==> src/design/slu_pkg.sv <==
// Shared types, character codes and helpers for the string literal unescaper.
// Depends on nothing; used by the interfaces and every module of the block.
`timescale 1ns / 1ps

package slu_pkg;

  typedef logic [31:0] char_t;
  typedef logic [3:0]  digit_cnt_t;

  localparam char_t CH_DQUOTE    = 32'h0000_0022;
  localparam char_t CH_SQUOTE    = 32'h0000_0027;
  localparam char_t CH_BACKSLASH = 32'h0000_005C;
  localparam char_t CH_LF        = 32'h0000_000A;
  localparam char_t CH_CR        = 32'h0000_000D;
  localparam char_t CH_TAB       = 32'h0000_0009;
  localparam char_t CH_FF        = 32'h0000_000C;

  localparam char_t ESC_N        = 32'h0000_006E;
  localparam char_t ESC_R        = 32'h0000_0072;
  localparam char_t ESC_T        = 32'h0000_0074;
  localparam char_t ESC_F        = 32'h0000_0066;
  localparam char_t ESC_AR_JEEM  = 32'h0000_062C;
  localparam char_t ESC_AR_RA    = 32'h0000_0631;
  localparam char_t ESC_AR_TA    = 32'h0000_062A;
  localparam char_t ESC_X        = 32'h0000_0078;
  localparam char_t ESC_H        = 32'h0000_0068;
  localparam char_t ESC_U_LOWER  = 32'h0000_0075;
  localparam char_t ESC_U_UPPER  = 32'h0000_0055;

  localparam digit_cnt_t HEX_LEN_BYTE = 4'd2;
  localparam digit_cnt_t HEX_LEN_U16  = 4'd4;
  localparam digit_cnt_t HEX_LEN_U32  = 4'd8;

  localparam logic CFG_OUTER_DQ_RESET = 1'b1;

  typedef struct packed {
    char_t character;
    logic  end_of_token;
  } item_t;

  typedef struct packed {
    char_t character_res;
    logic  has_character;
    logic  end_of_text;
  } result_t;

  function automatic logic [3:0] hex_value(input char_t c);
    logic [3:0] v;
    v = 4'd0;
    if (c >= 32'h30 && c <= 32'h39) begin
      v = c[3:0];
    end else if ((c >= 32'h41 && c <= 32'h46) || (c >= 32'h61 && c <= 32'h66)) begin
      v = 4'(c[3:0] + 4'd9);
    end
    return v;
  endfunction

endpackage

==> src/design/slu_if.sv <==
// Channel interfaces of the string literal unescaper: token, text and config.
// Depends on slu_pkg for the character type.
`timescale 1ns / 1ps

interface slu_in_if;
  logic           valid;
  logic           ready;
  slu_pkg::char_t character;
  logic           end_of_token;
  modport source (output valid, character, end_of_token, input ready);
  modport sink   (input valid, character, end_of_token, output ready);
endinterface

interface slu_out_if;
  logic           valid;
  logic           ready;
  slu_pkg::char_t character_res;
  logic           has_character;
  logic           end_of_text;
  modport source (output valid, character_res, has_character, end_of_text, input ready);
  modport sink   (input valid, character_res, has_character, end_of_text, output ready);
endinterface

interface slu_cfg_if;
  logic valid;
  logic ready;
  logic data;
  modport source (output valid, data, input ready);
  modport sink   (input valid, data, output ready);
endinterface

==> src/design/slu_in_reg.sv <==
// Input register of the unescaper: captures one token beat per cycle unless the result register stalls.
// Depends on slu_pkg and slu_in_if.
`timescale 1ns / 1ps

module slu_in_reg (
  input  logic           clk,
  input  logic           rst,
  slu_in_if.sink         token,
  input  logic           advance,
  output logic           item_valid,
  output slu_pkg::item_t item
);

  logic accept;

  assign token.ready = !item_valid || advance;
  assign accept      = token.valid && token.ready;

  always_ff @(posedge clk) begin
    if (rst) begin
      item_valid <= 1'b0;
    end else if (accept) begin
      item_valid <= 1'b1;
    end else if (advance) begin
      item_valid <= 1'b0;
    end
  end

  always_ff @(posedge clk) begin
    if (accept) begin
      item.character    <= token.character;
      item.end_of_token <= token.end_of_token;
    end
  end

endmodule

==> src/design/slu_core.sv <==
// Scan state and escape decode of the unescaper: one character per step.
// Depends on slu_pkg.
`timescale 1ns / 1ps

module slu_core (
  input  logic             clk,
  input  logic             rst,
  input  logic             item_valid,
  input  slu_pkg::item_t   item,
  input  logic             take,
  input  logic             outer_dq,
  output logic             produce,
  output slu_pkg::result_t res
);

  typedef enum logic [1:0] {
    MODE_OUTSIDE,
    MODE_INSIDE,
    MODE_ESCAPE,
    MODE_HEX
  } mode_t;

  mode_t                 mode, mode_next;
  slu_pkg::digit_cnt_t   hex_left, hex_left_next, hex_left_dec;
  slu_pkg::char_t        hex_acc, hex_acc_next, hex_acc_shift;
  slu_pkg::char_t        outer, inner, c, val;
  logic                  emit;

  assign c             = item.character;
  assign outer         = outer_dq ? slu_pkg::CH_DQUOTE : slu_pkg::CH_SQUOTE;
  assign inner         = outer_dq ? slu_pkg::CH_SQUOTE : slu_pkg::CH_DQUOTE;
  assign hex_acc_shift = {hex_acc[27:0], slu_pkg::hex_value(c)};
  assign hex_left_dec  = (hex_left != '0) ? 4'(hex_left - 4'd1) : hex_left;

  always_comb begin
    mode_next     = mode;
    hex_left_next = hex_left;
    hex_acc_next  = hex_acc;
    emit          = 1'b0;
    val           = '0;
    unique case (mode)
      MODE_OUTSIDE: begin
        if (c == outer) mode_next = MODE_INSIDE;
      end
      MODE_INSIDE: begin
        priority if (c == outer) begin
          mode_next = MODE_OUTSIDE;
        end else if (c == slu_pkg::CH_BACKSLASH) begin
          mode_next = MODE_ESCAPE;
        end else begin
          emit = 1'b1;
          val  = c;
        end
      end
      MODE_ESCAPE: begin
        mode_next = MODE_INSIDE;
        priority if (c == outer || c == inner || c == slu_pkg::CH_BACKSLASH) begin
          emit = 1'b1;
          val  = c;
        end else if (c == slu_pkg::ESC_N || c == slu_pkg::ESC_AR_JEEM) begin
          emit = 1'b1;
          val  = slu_pkg::CH_LF;
        end else if (c == slu_pkg::ESC_R || c == slu_pkg::ESC_AR_RA) begin
          emit = 1'b1;
          val  = slu_pkg::CH_CR;
        end else if (c == slu_pkg::ESC_T || c == slu_pkg::ESC_AR_TA) begin
          emit = 1'b1;
          val  = slu_pkg::CH_TAB;
        end else if (c == slu_pkg::ESC_F) begin
          emit = 1'b1;
          val  = slu_pkg::CH_FF;
        end else if (c == slu_pkg::ESC_X || c == slu_pkg::ESC_H) begin
          mode_next     = MODE_HEX;
          hex_left_next = slu_pkg::HEX_LEN_BYTE;
          hex_acc_next  = '0;
        end else if (c == slu_pkg::ESC_U_LOWER) begin
          mode_next     = MODE_HEX;
          hex_left_next = slu_pkg::HEX_LEN_U16;
          hex_acc_next  = '0;
        end else if (c == slu_pkg::ESC_U_UPPER) begin
          mode_next     = MODE_HEX;
          hex_left_next = slu_pkg::HEX_LEN_U32;
          hex_acc_next  = '0;
        end else begin
          emit = 1'b0;
        end
      end
      MODE_HEX: begin
        hex_acc_next  = hex_acc_shift;
        hex_left_next = hex_left_dec;
        if (hex_left_dec == '0) begin
          emit         = 1'b1;
          val          = hex_acc_shift;
          mode_next    = MODE_INSIDE;
          hex_acc_next = '0;
        end
      end
      default: mode_next = MODE_OUTSIDE;
    endcase
    if (item.end_of_token) begin
      mode_next     = MODE_OUTSIDE;
      hex_left_next = '0;
      hex_acc_next  = '0;
    end
  end

  assign produce           = item_valid && (emit || item.end_of_token);
  assign res.character_res = val;
  assign res.has_character = emit;
  assign res.end_of_text   = item.end_of_token;

  always_ff @(posedge clk) begin
    if (rst) begin
      mode     <= MODE_OUTSIDE;
      hex_left <= '0;
      hex_acc  <= '0;
    end else if (take) begin
      mode     <= mode_next;
      hex_left <= hex_left_next;
      hex_acc  <= hex_acc_next;
    end
  end

endmodule

==> src/design/slu_out_reg.sv <==
// Result register of the unescaper: holds one text beat until it is taken.
// Depends on slu_pkg and slu_out_if.
`timescale 1ns / 1ps

module slu_out_reg (
  input  logic             clk,
  input  logic             rst,
  input  logic             load,
  input  slu_pkg::result_t res,
  slu_out_if.source        text,
  output logic             can_load
);

  assign can_load = !text.valid || text.ready;

  always_ff @(posedge clk) begin
    if (rst) begin
      text.valid <= 1'b0;
    end else if (can_load) begin
      text.valid <= load;
    end
  end

  always_ff @(posedge clk) begin
    if (can_load && load) begin
      text.character_res <= res.character_res;
      text.has_character <= res.has_character;
      text.end_of_text   <= res.end_of_text;
    end
  end

endmodule

==> src/design/string_literal_unescaper.sv <==
// String literal unescaper, top level.
// Depends on slu_pkg, slu_if, slu_in_reg, slu_core and slu_out_reg.
//
// Usage:
//   token: one UTF-32 character of a quoted literal per beat, end_of_token
//   on the last one. text: decoded characters; a beat carries a character
//   (has_character), the end marker (end_of_text) or both. Characters that
//   decode to nothing (outer quotes, escaping backslashes, hex digits before
//   the last, anything outside quotes) produce no text beat.
//   cfg: one-bit write, selects the double (1) or single (0) quote as the
//   outer delimiter. Write only while no token beat is in flight; it is
//   always ready.
//   A token beat passes the input register and then the result register.
//   Throughput: one token beat per cycle while text does not stall, set by
//   the scan state update between the input and result registers.
//   Reset: clears the valid bits of both registers and the scan state; outer quote is double.
//   When text stalls the result register holds its beat and the input
//   register takes at most one more beat before token.ready drops.
`timescale 1ns / 1ps

module string_literal_unescaper (
  input  logic      clk,
  input  logic      rst,
  slu_in_if.sink    token,
  slu_out_if.source text,
  slu_cfg_if.sink   cfg
);

  logic             item_valid, advance, can_load, produce, outer_dq;
  slu_pkg::item_t   item;
  slu_pkg::result_t res;

  assign cfg.ready = 1'b1;

  always_ff @(posedge clk) begin
    if (rst) begin
      outer_dq <= slu_pkg::CFG_OUTER_DQ_RESET;
    end else if (cfg.valid && cfg.ready) begin
      outer_dq <= cfg.data;
    end
  end

  assign advance = item_valid && can_load;

  slu_in_reg u_in_reg (
    .clk        (clk),
    .rst        (rst),
    .token      (token),
    .advance    (advance),
    .item_valid (item_valid),
    .item       (item)
  );

  slu_core u_core (
    .clk        (clk),
    .rst        (rst),
    .item_valid (item_valid),
    .item       (item),
    .take       (advance),
    .outer_dq   (outer_dq),
    .produce    (produce),
    .res        (res)
  );

  slu_out_reg u_out_reg (
    .clk      (clk),
    .rst      (rst),
    .load     (produce),
    .res      (res),
    .text     (text),
    .can_load (can_load)
  );

endmodule

==> src/flat_wrapper.sv <==
// flat-port wrapper written by rule: the top's interface ports become plain ports
module string_literal_unescaper_flat 
  (clk, rst, token_valid, token_character, token_end_of_token, token_ready, text_valid, text_character_res, text_has_character, text_end_of_text, text_ready, cfg_valid, cfg_data, cfg_ready);
  slu_in_if token_i ();
  slu_out_if text_i ();
  slu_cfg_if cfg_i ();
  input  logic clk;
  input  logic rst;
  input wire logic [$bits(token_i.valid)-1:0] token_valid;
  input wire logic [$bits(token_i.character)-1:0] token_character;
  input wire logic [$bits(token_i.end_of_token)-1:0] token_end_of_token;
  output wire logic [$bits(token_i.ready)-1:0] token_ready;
  output wire logic [$bits(text_i.valid)-1:0] text_valid;
  output wire logic [$bits(text_i.character_res)-1:0] text_character_res;
  output wire logic [$bits(text_i.has_character)-1:0] text_has_character;
  output wire logic [$bits(text_i.end_of_text)-1:0] text_end_of_text;
  input wire logic [$bits(text_i.ready)-1:0] text_ready;
  input wire logic [$bits(cfg_i.valid)-1:0] cfg_valid;
  input wire logic [$bits(cfg_i.data)-1:0] cfg_data;
  output wire logic [$bits(cfg_i.ready)-1:0] cfg_ready;
  assign token_i.valid = token_valid;
  assign token_i.character = token_character;
  assign token_i.end_of_token = token_end_of_token;
  assign token_ready = token_i.ready;
  assign text_valid = text_i.valid;
  assign text_character_res = text_i.character_res;
  assign text_has_character = text_i.has_character;
  assign text_end_of_text = text_i.end_of_text;
  assign text_i.ready = text_ready;
  assign cfg_i.valid = cfg_valid;
  assign cfg_i.data = cfg_data;
  assign cfg_ready = cfg_i.ready;
  string_literal_unescaper u_core (.clk(clk), .rst(rst), .token(token_i), .text(text_i), .cfg(cfg_i));
endmodule
==> config.mk <==
export PLATFORM = sky130hd
export DESIGN_NAME = string_literal_unescaper_flat
export DESIGN_NICKNAME = d
export VERILOG_FILES = /design/src/design/slu_pkg.sv /design/src/design/slu_if.sv /design/src/design/slu_in_reg.sv /design/src/design/slu_core.sv /design/src/design/slu_out_reg.sv /design/src/design/string_literal_unescaper.sv /design/src/flat_wrapper.sv
export SDC_FILE = /design/constraint.sdc
export NUM_CORES = 1
export LEC_CHECK = 0
export BUFFER_PORTS_ARGS = -buffer_cell sky130_fd_sc_hd__clkbuf_2
export CAP_MARGIN = 0
export CORE_MARGIN = 5
export CORE_UTILIZATION = 51
export DETAILED_ROUTE_END_ITERATION = 12
export MAX_ROUTING_LAYER = met4
export PLACE_DENSITY_LB_ADDON = 0.12
export SYNTH_ARGS = -nofsm -noshare
export SYNTH_HDL_FRONTEND = slang
export SYNTH_SLANG_ARGS = --single-unit
export TNS_END_PERCENT = 100
==> constraint.sdc <==
create_clock -name clk -period 4.7 [get_ports clk]
set_clock_uncertainty 0.05 [all_clocks]
set_input_delay 0.235 -clock clk [delete_from_list [all_inputs] [get_ports clk]]
set_output_delay 0.235 -clock clk [all_outputs]
set_load 0.01 [all_outputs]
==> results.yml <==
drt:
  vias: 3855
  antenna_left: 0
  wl_met1_um: 5510
  wl_per_cell_um: 17.8
  dr.pass1.iters: 5
  drc: 0
  wl_met3_um: 669
  viasPerCell: 5.63
  drtIter0Drc: 347
  highest_layer: "met4"
  routed_wl_um: 12200
  wl_met2_um: 5760
global_route:
  grt_pass1_wl_um: 19700
  grt_max_degree: 37
  grt_overflow: 0
  antenna_found_initial: 0
  track_usage_pct: 22.1
  grt_pass1_vias: 3820
clocking:
  cts_setup_buffers: 0
  cts.sinks: 104
  cts_root_buf: "clkbuf_8"
  clk-insertion-delay-late_ns: 0.37
  htreeDepth: 3
  clock_path_buffers: 2
  cts_tree: "built"
  clk_pin_slew_ns: 0.10
  ctsResizeCount: 0
  cts_buffers: 9
timing:
  fin_crit_ns: 3.37
  period_share_pct: 71.7
  timing.fmax_ghz: 0.297
  worstMarginPinSlew_ns: 1.14
  final-hold-violation-count: 0
  final_max_slew_viol_count: 0
  relSlewSlack_pct: 23.4
  setup_viol: 0
  fin_setup_tns_ns: 0
  rsz0062_at_grt: "no"
setup_path:
  ff2ff_path_depth: 7
  reg2reg_from: "u_core.u_in_reg.item[26]$_DFFE_PP_"
  critPathSlowestCell: "nand4_1"
  worst-path-stages: 7
  cp_common_cell: "nor3_1"
  path_max_fanout: 34
  cp-end-kind: "flip-flop"
  crit_type: "flip-flop to flip-flop"
  slowest_delay_ns: 0.54
  cp_data_required_time_ns: 4.66
  cp-startpoint: "u_core.u_in_reg.item[26]$_DFFE_PP_"
  cpLargestDelayFamily: "simple AND/OR/NAND/NOR gates"
  path_buf_inv: 1
  crit_chain: "nor4_1 > nand4_1 > nor3_1 > a32o_4 > nor3_1 > o31ai_4 > buf_4"
  start_kind: "flip-flop"
  crit_arrival_ns: 3.33
synth:
  async_flop_share_pct: 0
  netlist_instances: 448
  synth_ff_type: "edfxtp_1"
  ys_seq_area_share_pct: 55.3
  syn_area_per_cell_um2: 11.1
  yosysWarnings: 0
  synth_edf_count: 67
  synthesis.area_mm2: 0.00498
  syn-num-nets: 496
  synth.distinct_cells: 70
  synth_seq_cells: 104
place:
  dp_hpwl_um: 8080
  place_inst: 637
  io_buffers: 74
  routabilityCongestion: 0.899
finish:
  drive_gt1_share_pct: 20.1
  nets: 595
  syn_to_final_growth_pct: 20.1
  mostFrequentLayoutCells: "nand2_1, clkbuf_2, edfxtp_1"
  instances_no_fill: 685
  diodes: 0
floorplanning:
  start_util_pct: 51.6
  rows: 36
  die_y_um: 109
  die_w_um: 109
  design.core.area_mm2: 0.00964
  die-area_mm2: 0.0118
  ios: 76
min_path:
  worstHoldStart: "token_character[27]"
  holdPathStages: 1
  hold_path_class: "primary input to flip-flop"
status:
  status: "completed"
pwr:
  leakage_nw: 2.18
  cellPowerDensity_mw_per_mm2: 297
  vdd_drop_max_v: 0.000168
run:
  maxCapViolCount: 0
## power by group
group / internal [W] / switching [W]
clock: 0.000310 / 0.000320
combinational: 0.0000559 / 0.0000614
sequential: 0.00100 / 0.0000260
## kinds of logic after synthesis
group           after synthesis  share of synthesized area (%)
other cells                   1                         0.0753
simple gates                183                           18.5
mux                          34                           6.86
compound gates               78                           12.7
xor+xnor                      1                          0.176
flops                       104                           55.3
fa+ha+maj                     9                           2.26
buf+inv                      38                           4.15
## cell type report
class                   instances  area, um^2
clock buffers                  10         128
clock inverters                 6        98.8
fillers                       824        3660
inverters                      13        48.8
multi-input cells             306        2040
flip-flops and latches        104        2750
well taps                     133         166
repair buffers                113         743
## state kept, by name (all words and copies together), names as in the netlist
signal                               cells
u_core.u_out_reg.text.valid              1
u_core.outer_dq                          1
u_core.u_in_reg.item_valid               1
u_core.u_out_reg.text.has_character      1
u_core.u_out_reg.text.character_res     32
u_core.u_core.mode                       2
u_core.u_out_reg.text.end_of_text        1
u_core.u_core.hex_acc                   28
u_core.u_core.hex_left                   4
u_core.u_in_reg.item                    33
## metal layers
layer | vias to the layer above | GRT usage [%]
li1 | 1851 | -
met1 | 1851 | 30.1
met2 | 132 | 34.6
met3 | 21 | 2.90
met4 | 0 | 7.48
met5 | - | -
## what timing repair did
action / in CTS / in global routing
hold buffers: 32 / 0
setup endpoints to repair: 0 / 0
endpoints found under the hold margin: 32 / 0
## cells in the mapped netlist, drive strengths merged (3+ instances only)
master | instances | area share [%]
a211oi | 3 | 0.55
a21o | 3 | 0.45
a21oi | 5 | 0.50
a22oi | 29 | 4.4
a32o | 3 | 0.83
and2 | 5 | 0.63
and3b | 4 | 0.75
buf | 9 | 2.0
clkbuf | 16 | 1.2
dfxtp | 37 | 15
edfxtp | 67 | 40
ha | 9 | 2.3
inv | 12 | 0.90
mux2i | 33 | 6.6
nand2 | 74 | 5.6
nand2b | 5 | 0.63
nand3 | 8 | 0.90
nand4 | 6 | 0.75
nor2 | 40 | 3.0
nor2b | 4 | 0.50
nor3 | 7 | 0.70
nor3b | 6 | 1.0
nor4 | 7 | 1.2
o211ai | 3 | 0.45
o21ai | 7 | 0.70
o2bb2ai | 3 | 0.53
o31ai | 3 | 0.45
or3 | 3 | 0.38
## worst paths after layout
kind         slack, ns                                                to
min reg2reg       0.42            u_core.u_core.hex_acc[25]$_SDFFE_PP0P_
min               0.02                u_core.u_in_reg.item[28]$_DFFE_PP_
max reg2reg       1.33  u_core.u_out_reg.text.character_res[9]$_DFFE_PP_
max               1.33  u_core.u_out_reg.text.character_res[9]$_DFFE_PP_
## per-stage QoR
step	hold slack (ns)	power, W	area, um^2	setup slack [ns]	util, %
global route	0.0139	0.00184	5980	0.984	62.0
floorplan	0.257	0.00110	4980	0.762	-
global placement	0.362	0.00114	5430	1.45	56.3
finish	0.0210	0.00177	5980	1.33	62.0
CTS	0.00674	0.00179	5980	1.34	62.0
detailed placement	0.364	0.00114	5430	1.39	56.3
Note: power is estimated with default switching activity, not from simulation.
